$ cat config.mk
export PLATFORM = sky130hd
export DESIGN_NAME = hashed_block_buffer_cache
export DESIGN_NICKNAME = d
export VERILOG_FILES = /design/src/design/hbbc_pkg.sv /design/src/design/hashed_block_buffer_cache.sv /design/src/design/hbbc_front.sv /design/src/design/hbbc_queue.sv /design/src/design/hbbc_back.sv
export SDC_FILE = /design/constraint.sdc
export NUM_CORES = 2
export LEC_CHECK = 0
export ABC_AREA = 1
export BUFFER_PORTS_ARGS = -buffer_cell sky130_fd_sc_hd__buf_2
export CAP_MARGIN = 20
export CORE_ASPECT_RATIO = 1.25
export CORE_UTILIZATION = 40
export DETAILED_ROUTE_END_ITERATION = 8
export PLACE_DENSITY = 0.55
export SETUP_SLACK_MARGIN = 0.1
export SLEW_MARGIN = 20
export SYNTH_ARGS = -nofsm -noshare
export SYNTH_HDL_FRONTEND = slang
export SYNTH_SLANG_ARGS = --single-unit
$ cat constraint.sdc
create_clock -name clk -period 12.4 [get_ports clk]
set_input_delay 2.48 -clock clk [delete_from_list [all_inputs] [get_ports clk]]
set_output_delay 2.48 -clock clk [all_outputs]
set_load 0.03 [all_outputs]
$ cat src/design/hbbc_pkg.sv
// Shared types and constants for the hashed block buffer cache.
// Used by the front end, the queue, the back end and the top level.
package hbbc_pkg;

  localparam int NUM_BUFFERS = 32;
  localparam int NUM_BUCKETS = 13;

  localparam int IDX_W  = $clog2(NUM_BUFFERS);
  localparam int RANK_W = IDX_W;
  localparam int BKT_W  = (NUM_BUCKETS > 1) ? $clog2(NUM_BUCKETS) : 1;

  localparam int DEV_W  = 8;
  localparam int BLK_W  = 32;
  localparam int BIDX_W = 5;
  localparam int CNT_W  = 8;
  localparam logic [CNT_W-1:0] COUNT_MAX = 8'hFF;

  typedef enum logic [1:0] {
    OP_READ    = 2'd0,
    OP_RELEASE = 2'd1,
    OP_PIN     = 2'd2,
    OP_UNPIN   = 2'd3
  } op_t;

  typedef enum logic [1:0] {
    ST_OK     = 2'd0,
    ST_NOFREE = 2'd1,
    ST_UNDER  = 2'd2,
    ST_OVER   = 2'd3
  } status_t;

  typedef struct packed {
    op_t               op;
    logic [DEV_W-1:0]  dev;
    logic [BLK_W-1:0]  blk;
    logic [BIDX_W-1:0] idx;
    logic [BKT_W-1:0]  key;
  } item_t;

  typedef struct packed {
    logic [BIDX_W-1:0] granted;
    logic              hit;
    logic              disk;
    status_t           status;
  } result_t;

endpackage

$ cat src/design/hashed_block_buffer_cache.sv
// Top level of the hashed block buffer cache.
// Depends on hbbc_pkg, hbbc_front, hbbc_queue and hbbc_back.
//
// Usage:
//   Requests enter on the in_ stream: in_tuser carries the operation
//   (read, release, pin, unpin), in_tdata the device, block number and
//   buffer index. Each request yields exactly one transfer on the out_
//   stream: granted index, hit flag, disk-read flag and status.
//   The front end takes a new request only after the last one is pushed; it
//   reduces the block number to its bucket four bits per cycle and pushes the
//   request into a two-entry queue.
//   The back end pops a request and, for a read, walks all 32 entries one
//   per cycle to find the newest tag match, the oldest free entry of the
//   own bucket and the oldest free entry of the lowest other bucket; an
//   update state then updates the entry and loads the result register. A
//   read thus passes through the idle, scan and update states, while
//   release/pin/unpin skip the scan; the entry scan sets the sustained read
//   rate.
//   The result register holds while out_tready is low; the back end then
//   stalls before its update, and the queue and front end keep accepting
//   until the queue is full.
//   Synchronous reset clears all tag-written flags, counts and valid bits, sets each
//   entry's rank to its index and empties the queue and result register.
module hashed_block_buffer_cache
  import hbbc_pkg::*;
(
  input  logic        clk,
  input  logic        rst_n,
  input  logic        in_tvalid,
  output logic        in_tready,
  input  logic [47:0] in_tdata,   // [7:0] device_id, [39:8] block_number,
                                  // [44:40] buffer_index, [47:45] zero
  input  logic [1:0]  in_tuser,   // [1:0] operation
  output logic        out_tvalid,
  input  logic        out_tready,
  output logic [15:0] out_tdata   // [4:0] granted_index, [5] was_hit,
                                  // [6] needs_disk_read, [8:7] status, [15:9] zero
);

  item_t   in_item;
  item_t   push_item;
  item_t   pop_item;
  logic    push_valid, push_ready;
  logic    pop_valid, pop_ready;
  result_t res;

  // Unpack the request; the key is filled in by the front end
  always_comb begin
    in_item.op  = op_t'(in_tuser);
    in_item.dev = in_tdata[7:0];
    in_item.blk = in_tdata[39:8];
    in_item.idx = in_tdata[44:40];
    in_item.key = '0;
  end

  hbbc_front u_front (
    .clk        (clk),
    .rst_n      (rst_n),
    .in_valid   (in_tvalid),
    .in_ready   (in_tready),
    .in_item    (in_item),
    .push_valid (push_valid),
    .push_ready (push_ready),
    .push_item  (push_item)
  );

  hbbc_queue u_queue (
    .clk        (clk),
    .rst_n      (rst_n),
    .push_valid (push_valid),
    .push_ready (push_ready),
    .push_item  (push_item),
    .pop_valid  (pop_valid),
    .pop_ready  (pop_ready),
    .pop_item   (pop_item)
  );

  hbbc_back u_back (
    .clk       (clk),
    .rst_n     (rst_n),
    .pop_valid (pop_valid),
    .pop_ready (pop_ready),
    .pop_item  (pop_item),
    .out_valid (out_tvalid),
    .out_ready (out_tready),
    .out_res   (res)
  );

  // Pack the result, first field in the lowest bits
  assign out_tdata = {7'b0, res.status, res.disk, res.hit, res.granted};

endmodule

$ cat src/design/hbbc_front.sv
// Front end: accept a request and reduce its block number to a bucket key.
// Depends on hbbc_pkg; feeds hbbc_queue.
module hbbc_front
  import hbbc_pkg::*;
(
  input  logic  clk,
  input  logic  rst_n,
  input  logic  in_valid,
  output logic  in_ready,
  input  item_t in_item,
  output logic  push_valid,
  input  logic  push_ready,
  output item_t push_item
);

  typedef enum logic [1:0] {F_IDLE, F_RED, F_PUSH} fstate_t;

  fstate_t          state_r;
  item_t            item_r;
  logic [BLK_W-1:0] sh_r;
  logic [2:0]       cnt_r;
  logic [BKT_W-1:0] rem_r;
  logic [BKT_W-1:0] rem_nxt;

  // Fold four bits per cycle into the running remainder, one conditional subtract each.
  always_comb begin
    logic [BKT_W:0] t;
    logic [BKT_W-1:0] r;
    r = rem_r;
    t = '0;
    for (int b = 3; b >= 0; b--) begin
      t = {r, sh_r[BLK_W-4+b]};
      if (t >= (BKT_W+1)'(NUM_BUCKETS)) begin
        t = t - (BKT_W+1)'(NUM_BUCKETS);
      end
      r = t[BKT_W-1:0];
    end
    rem_nxt = r;
  end

  assign in_ready   = (state_r == F_IDLE);
  assign push_valid = (state_r == F_PUSH);

  always_comb begin
    push_item     = item_r;
    push_item.key = rem_r;
  end

  always_ff @(posedge clk) begin
    if (!rst_n) begin
      state_r <= F_IDLE;
    end else begin
      case (state_r)
        F_IDLE: begin
          if (in_valid) begin
            item_r  <= in_item;
            sh_r    <= in_item.blk;
            cnt_r   <= '0;
            rem_r   <= '0;
            state_r <= F_RED;
          end
        end
        F_RED: begin
          rem_r <= rem_nxt;
          sh_r  <= {sh_r[BLK_W-5:0], 4'b0};
          cnt_r <= cnt_r + 3'd1;
          if (cnt_r == 3'd7) begin
            state_r <= F_PUSH;
          end
        end
        F_PUSH: begin
          if (push_ready) begin
            state_r <= F_IDLE;
          end
        end
        default: state_r <= F_IDLE;
      endcase
    end
  end

endmodule

$ cat src/design/hbbc_queue.sv
// Two-entry queue between the front end and the back end.
// Depends on hbbc_pkg.
module hbbc_queue
  import hbbc_pkg::*;
(
  input  logic  clk,
  input  logic  rst_n,
  input  logic  push_valid,
  output logic  push_ready,
  input  item_t push_item,
  output logic  pop_valid,
  input  logic  pop_ready,
  output item_t pop_item
);

  item_t      mem_r [2];
  logic       wr_r;
  logic       rd_r;
  logic [1:0] fill_r;
  logic       do_push;
  logic       do_pop;

  assign push_ready = (fill_r != 2'd2);
  assign pop_valid  = (fill_r != 2'd0);
  assign pop_item   = mem_r[rd_r];
  assign do_push    = push_valid && push_ready;
  assign do_pop     = pop_valid && pop_ready;

  always_ff @(posedge clk) begin
    if (do_push) begin
      mem_r[wr_r] <= push_item;
    end
  end

  always_ff @(posedge clk) begin
    if (!rst_n) begin
      wr_r   <= 1'b0;
      rd_r   <= 1'b0;
      fill_r <= '0;
    end else begin
      if (do_push) wr_r <= ~wr_r;
      if (do_pop)  rd_r <= ~rd_r;
      if (do_push && !do_pop) begin
        fill_r <= fill_r + 2'd1;
      end else if (do_pop && !do_push) begin
        fill_r <= fill_r - 2'd1;
      end
    end
  end

endmodule

$ cat src/design/hbbc_back.sv
// Back end: entry store, scan of all entries, update and result register.
// Depends on hbbc_pkg; takes items from hbbc_queue.
module hbbc_back
  import hbbc_pkg::*;
(
  input  logic    clk,
  input  logic    rst_n,
  input  logic    pop_valid,
  output logic    pop_ready,
  input  item_t   pop_item,
  output logic    out_valid,
  input  logic    out_ready,
  output result_t out_res
);

  typedef enum logic [1:0] {B_IDLE, B_SCAN, B_ACT} bstate_t;

  // Entry store
  logic [DEV_W-1:0]  dev_m   [NUM_BUFFERS];
  logic [BLK_W-1:0]  blk_m   [NUM_BUFFERS];
  logic [BKT_W-1:0]  bkt_m   [NUM_BUFFERS];
  logic              wrt_r   [NUM_BUFFERS];
  logic              dv_r    [NUM_BUFFERS];
  logic [CNT_W-1:0]  count_r [NUM_BUFFERS];
  logic [RANK_W-1:0] rank_r  [NUM_BUFFERS];

  bstate_t           state_r;
  item_t             item_r;
  logic [IDX_W-1:0]  j_r;
  logic              hit_f_r, own_f_r, oth_f_r;
  logic [IDX_W-1:0]  hit_e_r, own_e_r, oth_e_r;
  logic [RANK_W-1:0] hit_rk_r, own_rk_r, oth_rk_r;
  logic [BKT_W-1:0]  oth_bk_r;
  logic              out_valid_r;
  result_t           out_res_r;

  logic [IDX_W-1:0]  addr;
  logic [DEV_W-1:0]  dev_a;
  logic [BLK_W-1:0]  blk_a;
  logic [BKT_W-1:0]  bkt_a;
  logic [CNT_W-1:0]  cnt_a;
  logic              dv_a;
  logic [RANK_W-1:0] rank_a;
  logic [IDX_W-1:0]  act_e;
  logic              in_range;
  logic              fire;
  logic              cnt_we, dv_we, tag_we, mk_new;
  logic [CNT_W-1:0]  cnt_wd;
  result_t           res;
  logic              m_hit, m_own, m_oth;

  assign in_range  = (32'(item_r.idx) < NUM_BUFFERS);
  assign act_e     = hit_f_r ? hit_e_r : (own_f_r ? own_e_r : oth_e_r);
  assign addr      = (state_r == B_SCAN) ? j_r :
                     ((item_r.op == OP_READ) ? act_e : IDX_W'(item_r.idx));
  assign dev_a     = wrt_r[addr] ? dev_m[addr] : '0;
  assign blk_a     = wrt_r[addr] ? blk_m[addr] : '0;
  assign bkt_a     = wrt_r[addr] ? bkt_m[addr] : '0;
  assign cnt_a     = count_r[addr];
  assign dv_a      = dv_r[addr];
  assign rank_a    = rank_r[addr];
  assign fire      = (state_r == B_ACT) && (!out_valid_r || out_ready);
  assign pop_ready = (state_r == B_IDLE);
  assign out_valid = out_valid_r;
  assign out_res   = out_res_r;

  // Scan compares for the entry under the cursor
  always_comb begin
    m_hit = (dev_a == item_r.dev) && (blk_a == item_r.blk) &&
            (!hit_f_r || rank_a > hit_rk_r);
    m_own = (cnt_a == '0) && (bkt_a == item_r.key) &&
            (!own_f_r || rank_a < own_rk_r);
    m_oth = (cnt_a == '0) && (bkt_a != item_r.key) &&
            (!oth_f_r || bkt_a < oth_bk_r || (bkt_a == oth_bk_r && rank_a < oth_rk_r));
  end

  // Decide the update and the result of the current item
  always_comb begin
    cnt_we      = 1'b0;
    cnt_wd      = cnt_a;
    dv_we       = 1'b0;
    tag_we      = 1'b0;
    mk_new      = 1'b0;
    res.granted = item_r.idx;
    res.hit     = 1'b0;
    res.disk    = 1'b0;
    res.status  = ST_OK;
    if (item_r.op == OP_READ) begin
      res.granted = '0;
      if (hit_f_r) begin
        res.granted = BIDX_W'(act_e);
        res.hit     = 1'b1;
        if (cnt_a == COUNT_MAX) begin
          res.status = ST_OVER;
        end else begin
          cnt_we = 1'b1;
          cnt_wd = cnt_a + CNT_W'(1);
          if (!dv_a) begin
            res.disk = 1'b1;
            dv_we    = 1'b1;
          end
        end
      end else if (own_f_r || oth_f_r) begin
        res.granted = BIDX_W'(act_e);
        res.disk    = 1'b1;
        tag_we      = 1'b1;
        cnt_we      = 1'b1;
        cnt_wd      = CNT_W'(1);
        dv_we       = 1'b1;
        mk_new      = !own_f_r;
      end else begin
        res.status = ST_NOFREE;
      end
    end else if (in_range) begin
      if (item_r.op == OP_PIN) begin
        if (cnt_a == COUNT_MAX) begin
          res.status = ST_OVER;
        end else begin
          cnt_we = 1'b1;
          cnt_wd = cnt_a + CNT_W'(1);
        end
      end else if (cnt_a == '0) begin
        res.status = ST_UNDER;
      end else begin
        cnt_we = 1'b1;
        cnt_wd = cnt_a - CNT_W'(1);
        mk_new = (item_r.op == OP_RELEASE) && (cnt_a == CNT_W'(1));
      end
    end
  end

  // Tag store, written only on allocation
  always_ff @(posedge clk) begin
    if (fire && tag_we) begin
      dev_m[act_e] <= item_r.dev;
      blk_m[act_e] <= item_r.blk;
      bkt_m[act_e] <= item_r.key;
    end
  end

  // Per-entry control state
  always_ff @(posedge clk) begin
    if (!rst_n) begin
      for (int k = 0; k < NUM_BUFFERS; k++) begin
        wrt_r[k]   <= 1'b0;
        dv_r[k]    <= 1'b0;
        count_r[k] <= '0;
        rank_r[k]  <= RANK_W'(k);
      end
    end else if (fire) begin
      if (tag_we) wrt_r[addr] <= 1'b1;
      if (dv_we)  dv_r[addr] <= 1'b1;
      if (cnt_we) count_r[addr] <= cnt_wd;
      if (mk_new) begin
        for (int k = 0; k < NUM_BUFFERS; k++) begin
          if (IDX_W'(k) == addr) begin
            rank_r[k] <= RANK_W'(NUM_BUFFERS-1);
          end else if (rank_r[k] > rank_a) begin
            rank_r[k] <= rank_r[k] - RANK_W'(1);
          end
        end
      end
    end
  end

  // Sequencer and result register
  always_ff @(posedge clk) begin
    if (!rst_n) begin
      state_r     <= B_IDLE;
      out_valid_r <= 1'b0;
    end else begin
      if (out_valid_r && out_ready) begin
        out_valid_r <= 1'b0;
      end
      case (state_r)
        B_IDLE: begin
          if (pop_valid) begin
            item_r  <= pop_item;
            j_r     <= '0;
            hit_f_r <= 1'b0;
            own_f_r <= 1'b0;
            oth_f_r <= 1'b0;
            state_r <= (pop_item.op == OP_READ) ? B_SCAN : B_ACT;
          end
        end
        B_SCAN: begin
          if (m_hit) begin
            hit_f_r  <= 1'b1;
            hit_e_r  <= j_r;
            hit_rk_r <= rank_a;
          end
          if (m_own) begin
            own_f_r  <= 1'b1;
            own_e_r  <= j_r;
            own_rk_r <= rank_a;
          end
          if (m_oth) begin
            oth_f_r  <= 1'b1;
            oth_e_r  <= j_r;
            oth_rk_r <= rank_a;
            oth_bk_r <= bkt_a;
          end
          j_r <= j_r + IDX_W'(1);
          if (j_r == IDX_W'(NUM_BUFFERS-1)) begin
            state_r <= B_ACT;
          end
        end
        B_ACT: begin
          if (fire) begin
            out_valid_r <= 1'b1;
            out_res_r   <= res;
            state_r     <= B_IDLE;
          end
        end
        default: state_r <= B_IDLE;
      endcase
    end
  end

endmodule
==> flow_summary.yaml <==
timing:
  tns_ns: 0
  worst_slew_pin_slew_ns: 1.20
  drv_slew: 0
  fin_worst_skew_ns: 0.0446
  period_share: 0.640
  setup_violations: 0
  period_needed_ns: 7.93
  setup_slack_ns: 4.47
  fmaxAchievable_ghz: 0.126
  whs_ns: 0.440
  finalHoldViolations: 0
  slew_headroom: 0.197
  rsz0062_at_grt: "false"
place:
  dp_hpwl_um: 169000
  numPortBuffers: 61
  place_ws_ns: 4.60
  gp_congestion: 0.843
  dpl_cell_area_um2: 104000
die:
  die_h_um: 561
  rows: 204
  dieArea_um2: 252000
  start_util: 0.403
  die_x_um: 449
  core_area_um2: 248000
  ios: 72
grt:
  antenna_found_initial: 11
  grt_pass1_wl_um: 445000
  track_usage: 0.237
  first_global_vias: 67097
  grt.overflow.total: 0
  grt_max_degree: 212
setup_path:
  crit-reg2reg-launch: "u_back.item_r[49]$_DFFE_PP_"
  path_cells: "nor2_4, nor2_1, nor2_2, nand2_8, nand2_8, buf_4, nand2_4, buf_4, o21ai_0, o21ai_1, nand2_1, nor2_1, nor2_4, ha_1, nand3_1, nor2_4, nand3_1, nand2_1, nand2_1, nand2_1, nand3_2, a21oi_1"
  startpoint_type: "flip-flop"
  critPathCaptureType: "flip-flop"
  cp.required_ns: 13.09
  crit_top_cell: "nand2_1"
  cp_max_fo: 73
  max_stage_delay_ns: 0.84
  crit_start: "u_back.item_r[49]$_DFFE_PP_"
  slowest_stage: "buf_4"
  worst_ep_arrival_time_ns: 8.62
  crit_type: "flip-flop to flip-flop"
clock_tree:
  clkSlewWorstSetupHoldPaths_ns: 0.06
  clock-sinks: 2188
  cts_tree: "done"
  clk_latency_ns: 0.89
  root_buffer: "clkbuf_16"
  cts_buffers: 222
  cts-hold-fix-buffers: 0
  postCtsSetupBuffers: 0
  ctsResizeCount: 0
  clock_path_buffers: 3
  cts_max_level: 4
layout:
  stdcell_area_um2: 111000
  multiInputGateArea_um2: 29600
  flow.area_growth_from_synthesis_pct: 11.1
  drive_above_1_share: 0.0723
  regArea_um2: 65000
  nNetsFinal: 9929
  fillers: 22990
power:
  power_frac_comb: 0.431
  seqPwrFrac: 0.325
  p_sw_mw: 12.0
  p_clk_frac: 0.244
  p_per_area_nw_per_um2: 248
  p_leak_nw: 43.6
  p_int_mw: 15.5
  ir_drop_uv: 319
  p_sw_frac: 0.437
synth:
  synth.area.mux_share: 0.000100
  synth_fa_ha_area_frac: 0.0276
  post-synth-top-count-cell: "nand2_1"
  synth_top_area_cell: "edfxtp_1"
  avgSynthCellArea_um2: 10.3
  synth_top_family_by_area: "simple AND/OR/NAND/NOR gates"
  synth-seq-cells: 2188
  synth_common_cells: "2818 x nand2_1, 2114 x edfxtp_1, 1110 x nor2_1"
  synth_compound_area_frac: 0.0756
  seq_area_frac_synth: 0.651
  synthArstFlopShare: 0
  synth_xor_area_frac: 0.00755
  netlist_area_um2: 99800
  synth_edf_count: 2114
  synth_cells: 9681
  ys_top_cells_by_area: "edfxtp_1 64%, nand2_1 11%, nor2_1 4.2%"
  synth_top_cell_area_share: 0.636
  synthSimpleGateAreaFrac: 0.182
  ys_warn_count: 0
  ys.flop_type: "edfxtp_1"
  yosysUniqueCellTypes: 62
routing:
  antenna_left: 0
  wl_per_cell_um: 23.2
  avgViaCountPerCell: 5.32
  drtIter0Drc: 6745
  drtPass1Iterations: 6
  dr_total_vias: 69938
  routed_wl_um: 305000
  drc_errors: 0
flow_run:
  maxCapViolCount: 0
min_path:
  hold_path.class: "flip-flop to flip-flop"
  min_from: "u_front.push_item[27]$_DFFE_PP_"
status:
  status: "finished clean"
==> stage by stage <==
step | power [mW] | utilization | cells
global placement | 20.6 | 0.418 | 12708
global route | 29.0 | 0.448 | 13137
floorplan | 16.8 | - | 9687
CTS | 27.5 | 0.447 | 13122
finish | 27.5 | 0.448 | 13139
detailed placement | 20.8 | 0.418 | 12714
==> sequential cells by signal, indices dropped and copies added, names as in the netlist, 9 cells and up, named ones only <==
signal,flops
u_back.dev_m,256
u_back.rank_r,160
u_back.count_r,256
u_back.dv_r,32
u_back.wrt_r,32
u_queue.mem_r,102
u_front.sh_r,32
u_back.out_res,9
u_front.push_item,47
u_back.blk_m,1024
u_back.item_r,51
u_back.bkt_m,128
==> kinds of logic (layout without fill, tap and decap cells) <==
| kind of cell | Yosys count | count (layout) |
|---|---|---|
| simple gates | 4475 | 4475 |
| flops | 2188 | 2188 |
| compound gates | 1363 | 1363 |
| buf+inv | 1347 | 1499 |
| fa+ha+maj | 220 | 220 |
| xor+xnor | 86 | 86 |
| other cells | 1 | 11 |
| mux | 1 | 1 |
==> power groups by stage <==
stage	clock network [mW]	logic [mW]	registers, mW
after floorplan	0	7.65	9.11
after global placement	0	11.5	9.15
after detailed placement	0	11.6	9.16
after CTS	6.79	11.7	9.00
after global routing	7.05	13.0	8.94
final	6.69	11.8	8.93
==> area by class of cell <==
type	count	share of cell area
diodes	4	0.0000902
clock buffers	285	0.0542
repair buffers	222	0.0161
multi-input cells	6152	0.267
clock inverters	123	0.0106
well taps	3296	0.0372
inverters	869	0.0295
flip-flops and latches	2188	0.586
==> path summary, 6_finish.rpt <==
check	slack, ns	end	depth (start not counted)
setup / recovery	4.47	u_back.count_r[22][0]$_SDFFCE_PN0P_	22
setup reg to reg	4.47	u_back.count_r[22][0]$_SDFFCE_PN0P_	22
hold reg to reg	0.44	u_queue.mem_r[0][27]$_DFFE_PP_	0
hold / removal	0.44	u_queue.mem_r[0][27]$_DFFE_PP_	0
==> critical path, delay by kind of cell, from the launching register on <==
family,cells,cell delay (ns)
AOI/OAI and AO/OA,3,0.95
DFF,1,0.51
adders and majority gates,1,0.24
buffers and inverters,2,1.39
and+or+nand+nor,16,4.50
==> routing by layer <==
metal | vias to the layer above | share of wire | global-route usage
li1 | 32597 | - | -
met1 | 34363 | 0.40 | 0.297
met2 | 2382 | 0.50 | 0.414
met3 | 590 | 0.059 | 0.0291
met4 | 6 | 0.043 | 0.0962
met5 | - | 0.00013 | 0
==> placed cells by master (no fill, tap or decap), drive strengths merged, types with 67 or more instances in the layout <==
| cell | synthesis | final |
|---|---|---|
| clkinv | 2 | 92 |
| nand3b | 155 | 155 |
| buf | 334 | 222 |
| inv | 867 | 873 |
| nand4 | 67 | 67 |
| dfxtp | 74 | 74 |
| edfxtp | 2114 | 2114 |
| ha | 220 | 220 |
| nor2 | 1130 | 1130 |
| a21oi | 430 | 430 |
| o22ai | 115 | 115 |
| clkbuf | 144 | 285 |
| nand2 | 2832 | 2832 |
| nand3 | 234 | 234 |
| o21ai | 648 | 648 |
Note: power is estimated with default switching activity, not from simulation.
